$ cat src/hdl/lkv_pkg.sv
// Shared types and constants for the LRU key/value cache.
package lkv_pkg;

   localparam int DATA_W    = 32;
   localparam int CAP_W     = 5;
   localparam logic [CAP_W-1:0] CAP_RESET = 5'd16;

   typedef enum logic [1:0] {
      ST_IDLE,
      ST_SCAN,
      ST_READ,
      ST_COMMIT
   } state_type;

   typedef enum logic {
      ACT_GET = 1'b0,
      ACT_PUT = 1'b1
   } action_type;

   typedef struct packed {
      logic capture;
      logic scan;
      logic commit;
   } cmd_type;

   typedef struct packed {
      logic scan_last;
      logic out_busy;
   } stat_type;

endpackage

$ cat src/hdl/lkv_ram.sv
// Generic single-write, single-read RAM with registered read data.
module lkv_ram #(
   parameter int WIDTH = 32,
   parameter int DEPTH = 16
) (
   input  logic                                    clock,
   input  logic                                    wr_en,
   input  logic [((DEPTH > 1) ? $clog2(DEPTH) : 1)-1:0] wr_addr,
   input  logic [WIDTH-1:0]                        wr_data,
   input  logic [((DEPTH > 1) ? $clog2(DEPTH) : 1)-1:0] rd_addr,
   output logic [WIDTH-1:0]                        rd_data
);

   logic [WIDTH-1:0] mem_ff [DEPTH];
   logic [WIDTH-1:0] rd_data_ff;

   always_ff @(posedge clock) begin
      if (wr_en) begin
         mem_ff[wr_addr] <= wr_data;
      end
      rd_data_ff <= mem_ff[rd_addr];
   end

   assign rd_data = rd_data_ff;

endmodule

$ cat src/hdl/lkv_ctrl.sv
// Request sequencer: capture, key scan, value read, commit.
module lkv_ctrl
   import lkv_pkg::*;
(
   input  logic     clock,
   input  logic     reset,
   input  logic     req_valid,
   output logic     req_ready,
   input  stat_type stat,
   output cmd_type  cmd
);

   state_type state_ff;
   state_type state_in;

   always_ff @(posedge clock) begin
      if (reset) begin
         state_ff <= ST_IDLE;
      end else begin
         state_ff <= state_in;
      end
   end

   always_comb begin
      state_in = state_ff;
      case (state_ff)
         ST_IDLE: begin
            if (req_valid) state_in = ST_SCAN;
         end
         ST_SCAN: begin
            if (stat.scan_last) state_in = ST_READ;
         end
         ST_READ: begin
            state_in = ST_COMMIT;
         end
         ST_COMMIT: begin
            if (!stat.out_busy) state_in = ST_IDLE;
         end
         default: begin
            state_in = ST_IDLE;
         end
      endcase
   end

   always_comb begin
      req_ready   = 1'b0;
      cmd.capture = 1'b0;
      cmd.scan    = 1'b0;
      cmd.commit  = 1'b0;
      case (state_ff)
         ST_IDLE: begin
            // drop ready while reset is held
            req_ready   = !reset;
            cmd.capture = req_valid && !reset;
         end
         ST_SCAN: begin
            cmd.scan = 1'b1;
         end
         ST_READ: begin
         end
         ST_COMMIT: begin
            // hold until the result register is free
            cmd.commit = !stat.out_busy;
         end
         default: begin
         end
      endcase
   end

endmodule

$ cat src/hdl/lkv_datapath.sv
// Entry store, recency ranks, scan trackers and result register.
module lkv_datapath
   import lkv_pkg::*;
#(
   parameter int ENTRIES = 16
) (
   input  logic              clock,
   input  logic              reset,
   input  cmd_type           cmd,
   output stat_type          stat,
   input  logic              req_action,
   input  logic [DATA_W-1:0] req_key,
   input  logic [DATA_W-1:0] req_value,
   input  logic              csr_write,
   input  logic [CAP_W-1:0]  csr_data,
   output logic              rsp_valid,
   input  logic              rsp_ready,
   output logic              rsp_found,
   output logic [DATA_W-1:0] rsp_read_value
);

   localparam int IDX_W  = (ENTRIES > 1) ? $clog2(ENTRIES) : 1;
   localparam int CNT_W  = $clog2(ENTRIES + 1);
   localparam int RANK_W = IDX_W;
   localparam int CMP_W  = (CNT_W > CAP_W) ? CNT_W : CAP_W;

   // request
   logic              action_ff;
   logic [DATA_W-1:0] key_ff;
   logic [DATA_W-1:0] value_ff;

   // scan trackers
   logic [CNT_W-1:0]  cnt_ff;
   logic              hit_ff;
   logic [IDX_W-1:0]  hit_idx_ff;
   logic [RANK_W-1:0] hit_rank_ff;
   logic              free_ff;
   logic [IDX_W-1:0]  free_idx_ff;
   logic [IDX_W-1:0]  vict_idx_ff;

   // entry state
   logic              valid_ff [ENTRIES];
   logic [RANK_W-1:0] rank_ff  [ENTRIES];
   logic [CNT_W-1:0]  used_ff;
   logic [CAP_W-1:0]  cap_ff;

   // result register
   logic              rsp_valid_ff;
   logic              rsp_found_ff;
   logic [DATA_W-1:0] rsp_value_ff;

   logic [DATA_W-1:0] key_rd;
   logic [DATA_W-1:0] val_rd;
   logic [IDX_W-1:0]  key_rd_addr;
   logic [IDX_W-1:0]  cmp_idx;
   logic [CNT_W-1:0]  used_m1;
   logic [RANK_W-1:0] lru_rank;
   logic              scan_eval;
   logic              scan_match;
   logic              scan_free;
   logic              scan_lru;
   logic              is_put;
   logic              have_free;
   logic              rank_upd;
   logic              age_all;
   logic              fill;
   logic [IDX_W-1:0]  slot;
   logic [RANK_W-1:0] promo_rank;

   assign is_put      = (action_ff == ACT_PUT);
   assign key_rd_addr = (cnt_ff == CNT_W'(ENTRIES)) ? '0 : cnt_ff[IDX_W-1:0];
   assign cmp_idx     = IDX_W'(cnt_ff - CNT_W'(1));
   assign used_m1     = used_ff - CNT_W'(1);
   assign lru_rank    = used_m1[RANK_W-1:0];

   // registered read data for index cnt-1 arrives in the cycle after its address
   assign scan_eval  = cmd.scan && (cnt_ff != '0);
   assign scan_match = scan_eval && valid_ff[cmp_idx] && (key_rd == key_ff);
   assign scan_free  = scan_eval && !valid_ff[cmp_idx];
   assign scan_lru   = scan_eval && valid_ff[cmp_idx] && (rank_ff[cmp_idx] == lru_rank);

   // capacity zero acts as one; a free slot exists only below ENTRIES
   assign have_free = free_ff &&
                      ((CMP_W'(cap_ff) > CMP_W'(used_ff)) || (used_ff == '0));

   always_comb begin
      slot       = hit_idx_ff;
      promo_rank = hit_rank_ff;
      age_all    = 1'b0;
      fill       = 1'b0;
      rank_upd   = cmd.commit && (hit_ff || is_put);
      if (!hit_ff) begin
         if (have_free) begin
            slot    = free_idx_ff;
            age_all = 1'b1;
            fill    = 1'b1;
         end else begin
            slot       = vict_idx_ff;
            promo_rank = lru_rank;
         end
      end
   end

   lkv_ram #(
      .WIDTH (DATA_W),
      .DEPTH (ENTRIES)
   ) u_key_ram (
      .clock   (clock),
      .wr_en   (cmd.commit && is_put),
      .wr_addr (slot),
      .wr_data (key_ff),
      .rd_addr (key_rd_addr),
      .rd_data (key_rd)
   );

   lkv_ram #(
      .WIDTH (DATA_W),
      .DEPTH (ENTRIES)
   ) u_value_ram (
      .clock   (clock),
      .wr_en   (cmd.commit && is_put),
      .wr_addr (slot),
      .wr_data (value_ff),
      .rd_addr (hit_idx_ff),
      .rd_data (val_rd)
   );

   always_ff @(posedge clock) begin
      if (cmd.capture) begin
         action_ff <= req_action;
         key_ff    <= req_key;
         value_ff  <= req_value;
      end
      if (scan_match && !hit_ff) begin
         hit_idx_ff  <= cmp_idx;
         hit_rank_ff <= rank_ff[cmp_idx];
      end
      if (scan_free && !free_ff) begin
         free_idx_ff <= cmp_idx;
      end
      if (scan_lru) begin
         vict_idx_ff <= cmp_idx;
      end
      if (cmd.commit) begin
         rsp_found_ff <= hit_ff;
         rsp_value_ff <= (hit_ff && !is_put) ? val_rd : '0;
      end
   end

   always_ff @(posedge clock) begin
      if (reset) begin
         cnt_ff  <= '0;
         hit_ff  <= 1'b0;
         free_ff <= 1'b0;
      end else if (cmd.capture) begin
         cnt_ff  <= '0;
         hit_ff  <= 1'b0;
         free_ff <= 1'b0;
      end else if (cmd.scan) begin
         cnt_ff <= cnt_ff + CNT_W'(1);
         if (scan_match) hit_ff <= 1'b1;
         if (scan_free) free_ff <= 1'b1;
      end
   end

   always_ff @(posedge clock) begin
      if (reset) begin
         for (int i = 0; i < ENTRIES; i++) begin
            valid_ff[i] <= 1'b0;
            rank_ff[i]  <= '0;
         end
         used_ff <= '0;
      end else if (rank_upd) begin
         for (int i = 0; i < ENTRIES; i++) begin
            if (IDX_W'(i) == slot) begin
               rank_ff[i] <= '0;
               if (fill) valid_ff[i] <= 1'b1;
            end else if (valid_ff[i] && (age_all || (rank_ff[i] < promo_rank))) begin
               rank_ff[i] <= rank_ff[i] + RANK_W'(1);
            end
         end
         if (fill) used_ff <= used_ff + CNT_W'(1);
      end
   end

   always_ff @(posedge clock) begin
      if (reset) begin
         cap_ff       <= CAP_RESET;
         rsp_valid_ff <= 1'b0;
      end else begin
         if (csr_write) cap_ff <= csr_data;
         if (cmd.commit) begin
            rsp_valid_ff <= 1'b1;
         end else if (rsp_ready) begin
            rsp_valid_ff <= 1'b0;
         end
      end
   end

   assign stat.scan_last = cmd.scan && (cnt_ff == CNT_W'(ENTRIES));
   assign stat.out_busy  = rsp_valid_ff && !rsp_ready;

   assign rsp_valid      = rsp_valid_ff;
   assign rsp_found      = rsp_found_ff;
   assign rsp_read_value = rsp_value_ff;

endmodule

$ cat src/hdl/lru_key_value_cache.sv
// Top level of the fully associative LRU key/value cache.
//
//  channel  ports                         direction  transaction
//  req      req_valid/ready, action,key,value  in    one get or put
//  rsp      rsp_valid/ready, found,read_value  out   one result per request
//  csr      csr_valid/ready, csr_data      in        capacity write
//
// After a request is accepted, the key scan walks all ENTRIES entries
// through the key RAM read port (one entry per cycle); then follow one
// value RAM read and one commit, which loads the result register.
// One request is in flight at a time; the next is accepted in the cycle
// after the previous result is loaded into the result register.
// A stalled result holds the commit until the result register frees.
// Reset is synchronous: the store is empty and capacity returns to 16.
module lru_key_value_cache
   import lkv_pkg::*;
#(
   parameter int ENTRIES = 16
) (
   input  logic              clock,
   input  logic              reset,
   input  logic              req_valid,
   output logic              req_ready,
   input  logic              req_action,
   input  logic [DATA_W-1:0] req_key,
   input  logic [DATA_W-1:0] req_value,
   output logic              rsp_valid,
   input  logic              rsp_ready,
   output logic              rsp_found,
   output logic [DATA_W-1:0] rsp_read_value,
   input  logic              csr_valid,
   output logic              csr_ready,
   input  logic [CAP_W-1:0]  csr_data
);

   cmd_type  cmd;
   stat_type stat;

   assign csr_ready = !reset;

   lkv_ctrl u_ctrl (
      .clock     (clock),
      .reset     (reset),
      .req_valid (req_valid),
      .req_ready (req_ready),
      .stat      (stat),
      .cmd       (cmd)
   );

   lkv_datapath #(
      .ENTRIES (ENTRIES)
   ) u_datapath (
      .clock          (clock),
      .reset          (reset),
      .cmd            (cmd),
      .stat           (stat),
      .req_action     (req_action),
      .req_key        (req_key),
      .req_value      (req_value),
      .csr_write      (csr_valid && csr_ready),
      .csr_data       (csr_data),
      .rsp_valid      (rsp_valid),
      .rsp_ready      (rsp_ready),
      .rsp_found      (rsp_found),
      .rsp_read_value (rsp_read_value)
   );

   // one transaction at a time: no accept right after an accept
   assert property (@(posedge clock) disable iff (reset)
      (req_valid && req_ready) |=> !req_ready)
      else $error("request accepted while previous one in flight");

   // never overwrite a result still waiting
   assert property (@(posedge clock) disable iff (reset)
      cmd.commit |-> !(rsp_valid && !rsp_ready))
      else $error("commit while result register busy");

   // misses carry a zero value
   assert property (@(posedge clock) disable iff (reset)
      (rsp_valid && !rsp_found) |-> (rsp_read_value == '0))
      else $error("miss result with nonzero value");

   // scan stops after the last entry
   assert property (@(posedge clock) disable iff (reset)
      stat.scan_last |=> !cmd.scan)
      else $error("scan ran past the last entry");

endmodule
$ cat config.mk
export PLATFORM = sky130hd
export DESIGN_NAME = lru_key_value_cache
export DESIGN_NICKNAME = d
export VERILOG_FILES = /design/src/hdl/lkv_pkg.sv /design/src/hdl/lkv_ram.sv /design/src/hdl/lkv_ctrl.sv /design/src/hdl/lkv_datapath.sv /design/src/hdl/lru_key_value_cache.sv
export SDC_FILE = /design/constraint.sdc
export NUM_CORES = 1
export LEC_CHECK = 0
export BUFFER_PORTS_ARGS = -buffer_cell sky130_fd_sc_hd__buf_2
export CORE_UTILIZATION = 40
export DETAILED_ROUTE_END_ITERATION = 10
export PLACE_DENSITY = 0.51
export RECOVER_POWER = 100
export SLEW_MARGIN = 20
export SYNTH_ARGS = -nofsm -noshare
export SYNTH_HDL_FRONTEND = slang
export SYNTH_SLANG_ARGS = --single-unit
export TNS_END_PERCENT = 5
$ cat constraint.sdc
create_clock -name clock -period 20.1 [get_ports clock]
set_input_delay 1.005 -clock clock [delete_from_list [all_inputs] [get_ports clock]]
set_output_delay 1.005 -clock clock [all_outputs]
set_load 0.1 [all_outputs]
==> flow_metrics.env, run 1 <==
export IMPL_hold_buffers=0
export IMPL_synth_adder_area_share_pct=1.17
export IMPL_violations="capacitance limit, slew limit"
export IMPL_dp_slack_ps=15000
export IMPL_hold_class="primary input to register"
export IMPL_fmax_ghz=0.114
export IMPL_synth_top_family_by_area="multiplexers"
export IMPL_synth_top_area_share_pct=71.3
export IMPL_ir_drop_v=0.0000825
export IMPL_hold_viol=0
export IMPL_cts_root_buf="clkbuf_16"
export IMPL_period_share_pct=43.8
export IMPL_synth_area_mux_share_pct=15.4
export IMPL_die_area_mm2=0.129
export IMPL_ys_ff_latch=1302
export IMPL_ys_flop_type="edfxtp_1"
export IMPL_via_count=24800
export IMPL_setup_violations=0
export IMPL_ant_nets=0
export IMPL_core_mm2=0.126
export IMPL_maxCapViolCount=43
export IMPL_clk_pin_slew_ps=60
export IMPL_power_density_mw_per_mm2=109
export IMPL_synth_xor_area_share_pct=1.52
export IMPL_combPwrFrac_pct=9.4
export IMPL_grt_total_usage_pct=19.4
export IMPL_tritoncts="built"
export IMPL_yosysMostFrequentCell="edfxtp_1"
export IMPL_rsz0062_at_grt="no"
export IMPL_cp_cell_sequence="ha_1 -> nor2b_2 -> clkbuf_1 -> nand2_1 -> clkbuf_1 -> nor2b_1 -> clkbuf_1"
export IMPL_initial_core_util_pct=40.5
export IMPL_n_antenna_cell=0
export IMPL_crit_required_ps=20390
export IMPL_antenna_found_initial=1
export IMPL_arrival_ps=9100
export IMPL_yosys_area_share_simple_pct=3.58
export IMPL_min_period_ps=8810
export IMPL_tightest_slew_ps=4530
export IMPL_critPathKind="register to register"
export IMPL_die_w_um=359
export IMPL_cts_setup_buffers=0
export IMPL_p_sw_share_pct=24.0
export IMPL_pwr_share_seq_pct=50.7
export IMPL_slew_headroom_pct=-202
export IMPL_ctsResizeCount=0
export IMPL_worst_setup_path_start_kind="register"
export IMPL_synth_compound_area_share_pct=2.28
export IMPL_yosys_top_cells_area="edfxtp_1, mux4_2, dfxtp_1, ha_1, xnor2_1"
export IMPL_outcome="finished, violations left"
export IMPL_syn_inst=2457
export IMPL_htree_levels=4
export IMPL_clockBufferDepth=3
export IMPL_syn_area_mm2=0.0509
export IMPL_layout_setup_ws_ps=11290
export IMPL_yosysSeqAreaShare_pct=74.9
export IMPL_slowest_stage="nor2b_1"
export IMPL_gp_congestion=0.846
export IMPL_die_h_um=359
export IMPL_grt_pass1_wl_mm=182
export IMPL_nFillCells=10600
export IMPL_grt_max_degree=106
export IMPL_async_flop_share_pct=0
export IMPL_whs_ps=413
export IMPL_p_sw_w=0.00152
export IMPL_dpl_hpwl_mm=69.1
export IMPL_yosys_warnings=0
export IMPL_synth_top_cell_by_area="edfxtp_1"
export IMPL_cts_buffers=141
export IMPL_post_route_drc_count=0
export IMPL_clkLatencyLatePin_ps=760
export IMPL_synth_edff_count=1209
export IMPL_final_core_util_pct=45.9
export IMPL_cp_max_fo=41
export IMPL_synth_fp_nets=2579
export IMPL_drt_pass1_iterations=5
export IMPL_port_buffers=110
export IMPL_syn_area_per_cell_um2=20.7
export IMPL_nets=2779
export IMPL_worstSetupEndpointType="register"
export IMPL_cpMostUsedCell="clkbuf_1"
export IMPL_slew_violations=1503
export IMPL_synth_common_cells="edfxtp_1, mux4_2, nor2_1"
export IMPL_vias_per_cell=5.60
export IMPL_grt_pass1_vias=26400
export IMPL_drt_iter0_markers=2218
export IMPL_drive_above_1_share_pct=22.8
export IMPL_p_leak_nw=18.1
export IMPL_detail_route_wl_per_cell_um=27.9
export IMPL_final_setup_tns_ps=0
export IMPL_wirelength_mm=124
export IMPL_num_io_pins=111
export IMPL_clock_sinks=1302
export IMPL_p_clk_share_pct=39.9
export IMPL_synthDistinctLibCells=72
export IMPL_fin_worst_skew_ps=20.2
export IMPL_p_int_w=0.00481
export IMPL_num_rows=130
export IMPL_crit_path_max_incr_delay_ps=2510
export IMPL_synthToLayoutAreaGrowth_pct=13.6
export IMPL_globalRouteOverflowTotal=0
==> cell usage in the layout, fill, tap and decap left out, types with 11 or more instances in the layout <==
master	synthesis	final
nor2_1	103	100
nand2_1	53	53
clkinv_2	0	20
inv_1	35	35
and2_0	0	27
mux4_2	334	334
ha_1	47	47
nand4_1	22	22
a21oi_1	37	37
clkbuf_16	0	143
nand3_1	43	43
o21ai_0	38	39
nor4_1	18	18
clkinv_1	0	29
dfxtp_1	93	91
xnor2_1	60	61
nor3_1	12	12
edfxtp_1	1209	1209
mux2i_1	23	23
xor2_1	25	25
buf_4	5	11
buf_2	22	58
clkbuf_1	61	130
==> logic make-up after synthesis <==
| kind of cell | count (synthesis) |
|---|---|
| DFF | 1302 |
| muxes | 363 |
| and+or+nand+nor | 351 |
| AOI/OAI and AO/OA | 164 |
| buffers and inverters | 143 |
| xor gates and xnor gates | 86 |
| adders and majority gates | 48 |
==> flip-flops by register name, summed over array words and instances, names as in the netlist, 2 cells and up <==
register and cells:
u_datapath.hit_rank_ff 4, u_datapath.value_ff 32, u_datapath.u_key_ram.mem_ff 512, u_datapath.u_key_ram.rd_data 32, u_datapath.rsp_read_value 32, u_datapath.used_ff 5
u_datapath.vict_idx_ff 4, u_datapath.u_value_ram.rd_data 32, u_datapath.rank_ff 64, u_datapath.valid_ff 16, u_datapath.u_value_ram.mem_ff 512, u_datapath.cnt_ff 5
u_ctrl.state_ff 2, u_datapath.hit_idx_ff 4, u_datapath.free_idx_ff 4, u_datapath.cap_ff 5, u_datapath.key_ff 32
==> power groups by stage <==
stage	logic, W	registers (W)	clock network [W]
floorplan	0.000403	0.00323	0
global placement	0.000590	0.00325	0
detailed placement	0.000599	0.00326	0
CTS	0.000603	0.00320	0.00259
global route	0.000638	0.00322	0.00269
finish	0.000596	0.00321	0.00252
==> through the flow <==
step | instance area [um2] | power, W | std cells
finish | 57800 | 0.00633 | 4426
global route | 57800 | 0.00655 | 4426
CTS | 58200 | 0.00640 | 4425
detailed placement | 53700 | 0.00386 | 4163
global placement | 53700 | 0.00384 | 4162
floorplan | 50900 | 0.00363 | 2457
==> area by class of cell <==
type / instances / area [um2] / share of cell area, %
sequential: 1302 / 38200 / 66.0
inverter: 35 / 131 / 0.227
multi-input combinational: 1012 / 12200 / 21.1
tap: 1650 / 2060 / 3.57
clock buffer: 187 / 3820 / 6.61
timing repair buffer: 165 / 766 / 1.32
clock inverter: 75 / 684 / 1.18
==> critical path: cells and delay by family, from the launching register on <==
family	cells	cell delay (ps)
flops	1	370
fa+ha+maj	1	370
buf+inv	3	4710
simple gates	3	2850
==> layer usage <==
metal / track usage (%) / share of wire, %
met1: 27.1 / 45
met2: 31.9 / 49
met3: 2.84 / 3.7
met4: 5.54 / 2.0
met5: 0 / 0
==> worst paths after layout <==
| check | cells past startpoint | slack (ps) | startpoint | endpoint |
|---|---|---|---|---|
| max | 7 | 11290 | u_ctrl.state_ff[1] | u_datapath.u_value_ram.mem_ff[13][25] |
| min reg2reg | 1 | 490 | u_datapath.valid_ff[1] | u_datapath.valid_ff[1] |
| max reg2reg | 7 | 11290 | u_ctrl.state_ff[1] | u_datapath.u_value_ram.mem_ff[13][25] |
| min | 1 | 410 | req_key[12] | u_datapath.key_ff[12] |
No activity file was read; power rests on OpenSTA's default activity.
==> run 2, diff against run 1 <==
--- a/config.mk
+++ b/config.mk
@@ -8,7 +8,7 @@
 export BUFFER_PORTS_ARGS = -buffer_cell sky130_fd_sc_hd__buf_2
 export CORE_UTILIZATION = 40
 export DETAILED_ROUTE_END_ITERATION = 10
-export PLACE_DENSITY = 0.51
+export PLACE_DENSITY = 0.53
 export RECOVER_POWER = 100
 export SLEW_MARGIN = 20
 export SYNTH_ARGS = -nofsm -noshare
==> constraint.sdc (replaced) <==
create_clock -name clock -period 8.02 [get_ports clock]
set_input_delay 0.401 -clock clock [delete_from_list [all_inputs] [get_ports clock]]
set_output_delay 0.401 -clock clock [all_outputs]
set_load 0.1 [all_outputs]
==> flow_metrics.env, run 2 (synthesized netlist as in run 1, its figures left out) <==
export IMPL_outcome="finished, violations left"
export IMPL_violations="capacitance limit, slew limit"
export IMPL_grt_pass1_vias=26300
export IMPL_critPathLaunch="u_ctrl.state_ff[1]"
export IMPL_pwr_share_seq_pct=50.3
export IMPL_busiest_layer="met2"
export IMPL_p_sw_share_pct=23.7
export IMPL_min_to="u_ctrl.state_ff[0]"
export IMPL_drt_pass1_iterations=6
export IMPL_detail_route_wl_per_cell_um=26.8
export IMPL_grt_max_degree=130
export IMPL_slew_headroom_pct=-104
export IMPL_final_common_cell="edfxtp_1"
export IMPL_worst_setup_path_start_kind="register"
export IMPL_cpMostUsedCell="clkbuf_1"
export IMPL_slew_violations=515
export IMPL_largestRegisters="u_datapath.u_key_ram.mem_ff x512, u_datapath.u_value_ram.mem_ff x512, u_datapath.rank_ff x64"
export IMPL_num_io_pins=111
export IMPL_cp_max_fo=41
export IMPL_htree_levels=4
export IMPL_path_buf_inv=3
export IMPL_n_antenna_cell=0
export IMPL_wirelength_mm=121
export IMPL_vias_per_cell=5.58
export IMPL_setup_violations=0
export IMPL_grt_pass1_wl_mm=179
export IMPL_ir_drop_v=0.000186
export IMPL_p_total_w=0.0160
export IMPL_final_setup_tns_ps=0
export IMPL_whs_ps=77.3
export IMPL_crit_family="buffers and inverters"
export IMPL_synthToLayoutAreaGrowth_pct=15.5
export IMPL_hold_start="req_valid"
export IMPL_r2r_setup_slack_ps=1890
export IMPL_postPlaceCellArea_mm2=0.0536
export IMPL_via_count=25100
export IMPL_crit_cells=7
export IMPL_clk_pin_slew_ps=60
export IMPL_cts_buffers=141
export IMPL_fin_worst_skew_ps=25.7
export IMPL_clock_sinks=1302
export IMPL_antenna_found_initial=3
export IMPL_port_buffers=110
export IMPL_power_density_mw_per_mm2=272
export IMPL_p_int_w=0.0122
export IMPL_combPwrFrac_pct=9.2
export IMPL_num_rows=130
export IMPL_crit_path_max_incr_delay_ps=1860
export IMPL_grt_met2_usage_pct=31.4
export IMPL_p_leak_nw=18.5
export IMPL_drt_iter0_markers=2308
export IMPL_grt_total_usage_pct=18.8
export IMPL_core_mm2=0.126
export IMPL_r2r_start="u_ctrl.state_ff[1]"
export IMPL_initial_core_util_pct=40.5
export IMPL_p_sw_w=0.00378
export IMPL_tritoncts="built"
export IMPL_rr_worst_depth=7
export IMPL_hold_class="primary input to register"
export IMPL_arrival_ps=6480
export IMPL_clockBufferDepth=3
export IMPL_worst_hold_path_num_cells=5
export IMPL_drive_above_1_share_pct=23.4
export IMPL_worstSetupEndpointType="register"
export IMPL_slowest_stage="clkbuf_1"
export IMPL_hold_viol=0
export IMPL_tightest_slew_ps=3050
export IMPL_globalRouteOverflowTotal=0
export IMPL_maxCapViolCount=17
export IMPL_dpl_hpwl_mm=67.7
export IMPL_min_period_ps=6130
export IMPL_critPathKind="register to register"
export IMPL_die_area_mm2=0.129
export IMPL_mostFrequentLayoutCells="edfxtp_1, mux4_2, clkbuf_16"
export IMPL_clkLatencyLatePin_ps=760
export IMPL_die_w_um=359
export IMPL_met3_usage_pct=2.96
export IMPL_gp_congestion=0.849
export IMPL_ctsResizeCount=0
export IMPL_cts_root_buf="clkbuf_16"
export IMPL_period_share_pct=76.4
export IMPL_reg2reg_to="u_datapath.u_value_ram.mem_ff[7][27]"
export IMPL_fin_area_mm2=0.0588
export IMPL_crit_required_ps=8370
export IMPL_cp_cell_sequence="ha_1 -> nor2b_2 -> clkbuf_1 -> nand2_1 -> clkbuf_1 -> nor2_4 -> clkbuf_2"
export IMPL_ant_nets=0
export IMPL_fmax_ghz=0.163
export IMPL_rsz0062_at_grt="no"
export IMPL_nets=2849
export IMPL_die_h_um=359
export IMPL_p_clk_share_pct=40.5
export IMPL_post_route_drc_count=0
export IMPL_gr_usage_met1_pct=25.8
export IMPL_final_core_util_pct=46.7
[run 2: cell count changes in the layout (fill, tap and decap cells not counted), moves of 6 or more]
cell,previous run,this run
nor2_1,100,93
clkbuf_1,130,108
clkbuf_2,0,7
dlygate4sd3_1,0,76
clkinv_1,29,23
buf_2,58,52
nor2_4,4,10
buf_4,11,28
[run 2: repair_timing]
| action | CTS | global route |
|---|---|---|
| buffers inserted | 0 | 0 |
| endpoints found under the setup margin | 0 | 0 |
| hold buffers | 76 | 0 |
| endpoints found under the hold margin | 71 | 0 |
[run 2: worst max path at each step]
stage | to | slack [ps]
after floorplan | u_datapath.u_key_ram.mem_ff[11][0] | -90
after CTS | u_datapath.u_value_ram.mem_ff[13][27] | 2940
final | u_datapath.u_value_ram.mem_ff[7][27] | 1890
after global placement | u_datapath.u_value_ram.mem_ff[13][27] | 3140
after detailed placement | u_datapath.u_value_ram.mem_ff[13][27] | 2950
after global routing | u_datapath.cnt_ff[1] | 1410
[run 2: through the flow]
stage | worst slack (ps) | std cells
6_report | 1890 | 4494
3_3_place_gp | 3140 | 4157
4_1_cts | 2940 | 4493
3_5_place_dp | 2950 | 4157
5_1_grt | 1410 | 4494
2_1_floorplan | -90.6 | 2457
[run 2: layout make-up]
cell class | count | area, um2
Clock buffer | 190 | 3870
Inverter | 35 | 131
Timing Repair Buffer | 235 | 1550
Clock inverter | 70 | 777
Multi-Input combinational cell | 1012 | 12300
Tap cell | 1650 | 2060
Fill cell | 10600 | 67100
Sequential cell | 1302 | 38200
[run 2: tightest hold or removal path, stage by stage]
cell and delay (ps):
buf_2 100, inv_1 50, a21oi_1 90, nor2_1 90, nor3_1 50
[run 2: power by group through the flow]
stage               clock, W  combinational [W]  sequential (W)
floorplan                  0            0.00101         0.00809
global placement           0            0.00144         0.00815
finish               0.00647            0.00147         0.00804
global route         0.00687            0.00157         0.00807
CTS                  0.00662            0.00150         0.00803
detailed placement         0            0.00146         0.00817
[run 2: metal layers]
| metal | up-vias | wire length [um] |
|---|---|---|
| met3 | 183 | 5510 |
| met2 | 742 | 60300 |
| met5 | - | 0 |
| met1 | 13500 | 52600 |
| li1 | 10700 | - |
| met4 | 0 | 2210 |
